<file path="src/design/two_pkg.sv">
// Package for the tracking wheel odometry block.
// Holds op codes, register indexes, fixed-point constants and the CORDIC arctangent table.
package two_pkg;
   localparam logic [1:0] OP_UPDATE = 2'd0;
   localparam logic [1:0] OP_RESET  = 2'd1;
   localparam logic [1:0] OP_INIT   = 2'd2;
   localparam logic [1:0] OP_NONE   = 2'd3;

   localparam logic [1:0] REG_DIST_PER_TICK = 2'd0;
   localparam logic [1:0] REG_H_OFFSET      = 2'd1;
   localparam logic [1:0] REG_V_OFFSET      = 2'd2;

   localparam logic signed [17:0] DEG_Q8_FULL    = 18'sd92160;
   localparam logic signed [17:0] DEG_Q8_HALF    = 18'sd46080;
   localparam logic signed [17:0] DEG_Q8_QUARTER = 18'sd23040;
   localparam logic signed [25:0] PI_OVER_180_Q30 = 26'sd18740330;
   localparam logic signed [32:0] CORDIC_GAIN_Q30 = 33'sd652032874;
   localparam logic signed [47:0] POS_MAX = 48'sh7FFF_FFFF_FFFF;
   localparam logic signed [47:0] POS_MIN = 48'sh8000_0000_0000;

   // A whole number of full turns that lifts any 32-bit heading above zero.
   localparam logic [32:0] HEAD_BIAS = 33'd2147512320;
   // Reciprocal of 45 in Q28, exact for quotients of 22-bit values.
   localparam logic [22:0] RECIP_45 = 23'd5965233;

   function automatic logic [29:0] atan_q30(input logic [4:0] i);
      logic [29:0] v;
      case (i)
         5'd0: v = 30'd843314857;
         5'd1: v = 30'd497837829;
         5'd2: v = 30'd263043837;
         5'd3: v = 30'd133525159;
         5'd4: v = 30'd67021687;
         5'd5: v = 30'd33543516;
         5'd6: v = 30'd16775851;
         5'd7: v = 30'd8388437;
         5'd8: v = 30'd4194283;
         5'd9: v = 30'd2097149;
         5'd10: v = 30'd1048575;
         5'd31: v = 30'd0;
         default: v = 30'd1 << (5'd30 - i);
      endcase
      return v;
   endfunction
endpackage

</file>
<file path="src/design/two_cordic.sv">
// Iterative CORDIC rotator: one micro-rotation per cycle.
// Depends on two_pkg for the gain and arctangent table.
module two_cordic #(
   parameter int CORDIC_STEPS = 24
) (
   input  logic               clock,
   input  logic               reset,
   input  logic               start,
   input  logic signed [31:0] angle,
   output logic               done,
   output logic signed [33:0] sin_q30,
   output logic signed [33:0] cos_q30
);
   import two_pkg::*;
   localparam int CW = $clog2(CORDIC_STEPS + 1);

   logic signed [33:0] x_ff, y_ff;
   logic signed [31:0] z_ff;
   logic [CW-1:0] i_ff;
   logic busy_ff, done_ff;
   logic [4:0] idx;

   assign idx = 5'(i_ff);

   always_ff @(posedge clock) begin
      if (reset) begin
         busy_ff <= 1'b0;
         done_ff <= 1'b0;
      end else begin
         done_ff <= 1'b0;
         if (start) begin
            x_ff <= 34'(CORDIC_GAIN_Q30);
            y_ff <= '0;
            z_ff <= angle;
            i_ff <= '0;
            busy_ff <= 1'b1;
         end else if (busy_ff) begin
            if (z_ff >= 0) begin
               x_ff <= x_ff - (y_ff >>> idx);
               y_ff <= y_ff + (x_ff >>> idx);
               z_ff <= z_ff - $signed({2'b00, atan_q30(idx)});
            end else begin
               x_ff <= x_ff + (y_ff >>> idx);
               y_ff <= y_ff - (x_ff >>> idx);
               z_ff <= z_ff + $signed({2'b00, atan_q30(idx)});
            end
            i_ff <= i_ff + 1'b1;
            if (i_ff == CW'(CORDIC_STEPS - 1)) begin
               busy_ff <= 1'b0;
               done_ff <= 1'b1;
            end
         end
      end
   end

   assign done = done_ff;
   assign sin_q30 = y_ff;
   assign cos_q30 = x_ff;
endmodule

</file>
<file path="config.mk">
export PLATFORM = sky130hd
export DESIGN_NAME = two_cordic
export DESIGN_NICKNAME = d
export VERILOG_FILES = /design/src/design/two_pkg.sv /design/src/design/two_cordic.sv
export SDC_FILE = /design/constraint.sdc
export NUM_CORES = 1
export LEC_CHECK = 0
export ABC_AREA = 1
export BUFFER_PORTS_ARGS = -buffer_cell sky130_fd_sc_hd__buf_2
export CAP_MARGIN = 20
export CELL_PAD_IN_SITES_DETAIL_PLACEMENT = 1
export CELL_PAD_IN_SITES_GLOBAL_PLACEMENT = 1
export CORE_MARGIN = 2
export CORE_UTILIZATION = 41
export CTS_BUF_LIST = sky130_fd_sc_hd__clkbuf_8
export CTS_CLUSTER_DIAMETER = 30
export DETAILED_ROUTE_END_ITERATION = 16
export GPL_TIMING_DRIVEN = 0
export PLACE_DENSITY = 0.85
export SYNTH_ARGS = -nofsm -noshare
export SYNTH_HDL_FRONTEND = slang
export SYNTH_SLANG_ARGS = --single-unit
export TNS_END_PERCENT = 50
</file>
<file path="constraint.sdc">
create_clock -name clock -period 6.6 [get_ports clock]
set_input_delay 0.33 -clock clock [delete_from_list [all_inputs] [get_ports clock]]
set_output_delay 0.33 -clock clock [all_outputs]
set_load 0.01 [all_outputs]
</file>
Yosys cells after proc, flatten, opt, wreduce, memory -nomap -nowiden
Index checks and enable logic that the tools add are counted.

Register bits after elaboration: 107. Input port bits: 35. Logic and storage cells: 57.

Add/subtract/negate cells: 8. Magnitude comparators: 1. Eq/ne operators: 12. Shift-type cells: 3. Muxes and demuxes: 21. Bitwise logic cells: 2. Reductions and logical operators: 4.

Operators with widths (count): one-hot mux 30 bit (12 select lines) (1); 2-to-1 mux 30 bit (8); 2-to-1 mux 34 bit (4); 2-to-1 mux 32 bit (3); adder 34 bit (2); >>> shifter 34 x 5 -> 34 bit (2); subtractor 34 bit (2); adder 32 x 31 -> 32 bit (1); >= comparator 32 x 1 -> 1 bit, second input constant (1); subtractor 32 x 31 -> 32 bit (1); << shifter 1 x 5 -> 30 bit, first input constant (1); == test 5 x 3 -> 1 bit, second input constant (4); == test 5 x 4 -> 1 bit, second input constant (3); == test 5 x 2 -> 1 bit, second input constant (2); == test 5 bit, second input constant (2); adder 5 x 1 -> 5 bit, second input constant (1); == test 5 x 1 -> 1 bit, second input constant (1); zero test 5 bit (1); 2-to-1 mux 5 bit (1); subtractor 5 bit, first input constant (1); 2-to-1 mux 1 bit (4); OR reduction 3 bit (1); inverter 1 bit (2); AND reduction 2 bit (1); nonzero test 2 bit (1).

Depth between registers and ports, before layout
Depth in word-level cells: 11. Depth in mapped cells: 40. Gate-level depth less buffers: 38.

Worst setup path after synthesis
Ideal clock, no wire load.

Path type: input-to-reg. From: input start. To: register x_ff[0], in the netlist cos_q30[0], enable pin. Library setup time: 606 ps. Arrival time: 5609 ps. Required time: 5994 ps. Setup slack: 385 ps. Stages on the path: 3. Path buffers: 1. Cells stage by stage: inv_1 > clkbuf_1 > a21oi_1.

Word-level cells in the longest chain between the ends: 2.

RTL lines: start, declared (RTL line two_cordic.sv:8) `input logic start,`; nonzero test 2 bit (no source line); AND reduction 2 bit (no source line); end signal, assigned (RTL line two_cordic.sv:32) `x_ff <= 34'(CORDIC_GAIN_Q30);`; end signal, assigned (RTL line two_cordic.sv:39) `x_ff <= x_ff - (y_ff >>> idx);`; end signal, assigned (RTL line two_cordic.sv:43) `x_ff <= x_ff + (y_ff >>> idx);`; end, declared (RTL line two_cordic.sv:17) `logic signed [33:0] x_ff, y_ff;`.

No other way between the ends. A chain may end at the register's enable or synchronous reset.

Worst setup path after layout
From: register i_ff[1]. To: register z_ff[28] (data pin).

Word-level cells in the longest chain between the ends: 11. Elaborated cells on any way between the ends: 28. Those cells by class: add/sub (3); eq/ne (11); shift (1); mux (12); reduce/logical (1).

RTL lines: start, declared (RTL line two_cordic.sv:19) `logic [CW-1:0] i_ff;`; start signal, assigned (RTL line two_cordic.sv:47) `i_ff <= i_ff + 1'b1;`; subtractor 5 bit (RTL line two_pkg.sv:41) `default: v = 30'd1 << (5'd30 - i);`; << shifter 1 x 5 -> 30 bit (RTL line two_pkg.sv:41); one-hot mux 30 bit (12 select lines) * (RTL line two_pkg.sv:28) `case (i)`; 2-to-1 mux 30 bit (RTL line two_cordic.sv:38) `if (z_ff >= 0) begin`; 2-to-1 mux 30 bit (RTL line two_cordic.sv:37) `end else if (busy_ff) begin`; 2-to-1 mux 30 bit (RTL line two_cordic.sv:31) `if (start) begin`; 2-to-1 mux 30 bit (RTL line two_cordic.sv:26) `if (reset) begin`; adder 32 x 31 -> 32 bit / subtractor 32 x 31 -> 32 bit (equally long branches) (RTL line two_cordic.sv:45, two_cordic.sv:41); 2-to-1 mux 32 bit * (RTL line two_cordic.sv:38); 2-to-1 mux 32 bit * (RTL line two_cordic.sv:37); 2-to-1 mux 32 bit * (RTL line two_cordic.sv:31); end signal, assigned (RTL line two_cordic.sv:34) `z_ff <= angle;`; end signal, assigned (RTL line two_cordic.sv:41) `z_ff <= z_ff - $signed({2'b00, atan_q30(idx)});`; end signal, assigned (RTL line two_cordic.sv:45) `z_ff <= z_ff + $signed({2'b00, atan_q30(idx)});`; end, declared (RTL line two_cordic.sv:18) `logic signed [31:0] z_ff;`.

Every way passes the cells marked *; elsewhere a longest branch is shown, timed or not. The select of a mux whose other input is x is not followed.

==> reports/summary.md <==
Status
• run status: completed

STA
• hold slack final: 38.7 ps
• unrepaired setup endpoints after global routing: no
• period utilisation layout: 0.937
• Min Clock Period, post-route: 6190 ps
• final setup violation count: 0
• peak clock frequency supported by timing: 162 MHz
• transition time at the pin with the least slew margin: 1140 ps
• sum of negative setup slack: 0 ps
• relative max-transition margin: 0.237
• clock tree skew after final layout: 25.9 ps
• number of max-slew violations in the final report: 0
• hold violation total from the final report: 0

Logic synthesis
• commonest cells in the synthesized netlist: nand2_1 (858), nand3_1 (393), nor2_1 (273)
• predominant post-synthesis flop cell: edfxtp_1
• number of synthesized flops with an enable pin: 105
• mean cell area of the mapped netlist: 5.95 sq um
• cell type contributing the most total cell area after synthesis: nand2_1
• most repeated cell in the gate-level netlist after synthesis: nand2_1
• total of warnings raised by yosys: 0
• Gate Count Post-Synth: 2804
• cell area after synthesis: 16700 sq um
• distinct cell type count of the synthesized netlist: 56
• ranking of synthesized cells by area: nand2_1 (19%), edfxtp_1 (19%), nand3_1 (12%), ha_1 (7.9%), nor2_1 (6.1%)
• sequential fraction of the synthesis area: 0.191
• share of synthesized registers carrying an async set or reset: 0
• register bit count reported by yosys: 107
• share of the synthesized area in the top cell type: 0.193
• Syn Nets: 2947

Power
• switching component of the power: 2.99 mW
• LEAKAGE: 8.99 nW
• P per Cell Area: 290 nW/um^2
• Gate power share: 0.699
• switching power share of the total: 0.567
• Sequential Power Share: 0.199
• Int Pwr: 2.28 mW
• worst IR drop on VDD: 0.000155 V
• clock network power share: 0.101

Setup path
• library cell contributing the largest single delay on the critical path: edfxtp_1
• kind of end point of the critical path: flop
• arrival time at the worst endpoint: 6430 ps
• Crit Reg-Reg Endpoint: z_ff[28]
• startpoint kind of the worst setup timing path: flop
• Data required, critical path: 6840 ps
• worst reg2reg startpoint: i_ff[1]
• most used cell, CP: nand2_1
• Crit path largest cell delay: 540 ps
• worst setup slack for register-to-register paths: 410 ps
• startpoint-to-endpoint class of the critical path: flop to flop
• largest fanout of any net on the critical path: 11
• FF-to-FF path depth: 33

Global routing
• Most Used Layer, Global Route: met2
• number of antenna violations at the first check in global routing: 2
• via count of the first global-routing pass: 21.1k
• global-route total usage across every layer: 0.388
• Global Route met2 Usage: 0.658
• met1 GRT Util: 0.455
• largest net degree at the start of global routing: 29
• wire length of the first global-routing pass: 123 mm
• remaining global-route overflow: 0
• fraction of met3 tracks used by global routing: 0.0722

Clock tree
• worst skew pair latency: 500 ps
• Inserted Clock Buffers: 9
• clock transition at the register clock pins on the worst setup and hold paths after CTS: 130 ps
• clock tree sinks: 107
• post-CTS setup buffer count: 0
• cell chosen for the clock root: clkbuf_8
• Longest Clk Path Bufs: 2
• H-tree level count: 3
• clock tree from TritonCTS: done

Min path
• hold-critical path endpoint: done
• Hold Path Origin: reset
• worst hold path depth: 2
• Min-Delay Path Class: input port to flop

Drt
• remaining routing DRC violations: 0
• routed len/inst: 23.8 microns
• number of iterations in the first detailed-routing pass: 7
• total routed wirelength: 82.2 mm
• Final ANT Viol Nets: 0
• Iter 0 DRT Violations: 1672
• Vias: 20.6k
• via density per instance: 5.97

Die
• Die Width: 206 microns
• ports placed on the boundary: 104
• starting density of the core: 0.418
• total number of placement rows: 73
• Placeable Area: 39900 sq um
• vertical die dimension: 206 microns
• die outline area: 42300 sq um

Place
• placer's final routability congestion estimate: 1.03
• Detailed Place HPWL: 68.8 mm
• Port Buffer Count: 103
• DP Cell Count: 3438

Finish
• Area Growth Syn to Fin: 9.22%
• fraction of the core area covered by cells at the end of the flow: 0.456
• final standard cell count with taps included and fillers excluded: 3455
• # nets final: 3067
• fraction of final layout cells sized beyond drive strength 1: 0.0939

Run
• number of violations of the max-capacitance limit: 0

==> final cells by class <==
type                    count  area (sq um)
repair buffers            109           633
flip-flops and latches    107          3190
diodes                      1          2.50
multi-input cells        2322         11900
fillers                  5665         21700
clock inverters             7          97.6
well taps                 525           657
clock buffers               9           124
inverters                 279          1060
plain buffers              96           533
==> routing by layer <==
| layer | wire length [microns] | part of all wire |
|---|---|---|
| met5 | 14 | 0.00017 |
| met4 | 5370 | 0.065 |
| met3 | 6050 | 0.074 |
| met2 | 38700 | 0.47 |
| met1 | 32100 | 0.39 |
==> registers in the layout (all words and copies together), names as in the netlist <==
register and flops:
busy_ff 1, cos_q30 34, done 1, i_ff 5, sin_q30 34, z_ff 32
==> worst max path at each step <==
stage	start	end	slack, ps
after floorplan	start	cos_q30[0]	380
after global placement	start	sin_q30[27]	-3260
after detailed placement	i_ff[1]	cos_q30[31]	310
after CTS	i_ff[1]	cos_q30[31]	250
after global routing	i_ff[1]	z_ff[28]	10
final	i_ff[1]	z_ff[28]	410
==> critical path: cells and delay by family (launching register included) <==
kind | cells | cell delay, ps
adders and majority gates | 3 | 860
AOI/OAI and AO/OA | 6 | 1530
DFF | 1 | 540
xor gates and xnor gates | 1 | 180
and+or+nand+nor | 16 | 1870
buffers and inverters | 7 | 950
==> through the flow <==
stage	power, mW	cell area, sq um	setup slack [ps]
after floorplan	3.49	16700	385
after global placement	4.49	17900	-3260
after detailed placement	4.64	18000	311
after CTS	5.19	18200	247
after global routing	5.67	18200	11.3
final	5.28	18200	413
==> repair_timing <==
item | CTS | global route
hold endpoints to repair | 0 | 0
hold buffers | 0 | 0
endpoints found under the setup margin | 0 | 6
resized for setup | 0 | 6
==> power groups by stage <==
stage / Sequential [mW] / Clock, mW / Combinational (mW)
3_5_place_dp: 1.06 / 0 / 3.57
4_1_cts: 1.05 / 0.540 / 3.60
3_3_place_gp: 1.08 / 0 / 3.41
6_report: 1.05 / 0.535 / 3.69
5_1_grt: 1.06 / 0.547 / 4.06
2_1_floorplan: 1.04 / 0 / 2.45
==> kinds of logic (layout without fill, tap and decap cells) <==
family          after synthesis  in the layout  share of synthesized area
simple gates               1677           1677                      0.434
fa+ha+maj                   108            108                     0.0824
compound gates              453            453                      0.152
flops                       107            107                      0.191
xor+xnor                     84             84                     0.0450
other cells                   0              1                          0
buf+inv                     375            500                     0.0954
==> cells in the final DEF (no fill, tap or decap), drive strengths merged, types with 4 or more instances in the layout <==
cell    netlist  final
nand2       871    871
nand3       397    397
nor2        299    299
inv         278    280
a21oi       205    205
buf          71    180
o21ai       153    153
ha          105    105
edfxtp      105    105
xor2         53     53
clkbuf       25     34
nand4        33     33
xnor2        31     31
or2          31     31
o21a         25     25
nor3         25     25
a31oi        18     18
o211ai       11     11
o31ai        10     10
nor4         10     10
nand3b        7      7
a21o          7      7
a221oi        5      5
o21bai        4      4
o221ai        4      4
a21boi        4      4
clkinv        1      4
Power figures use the tool's default switching activity.
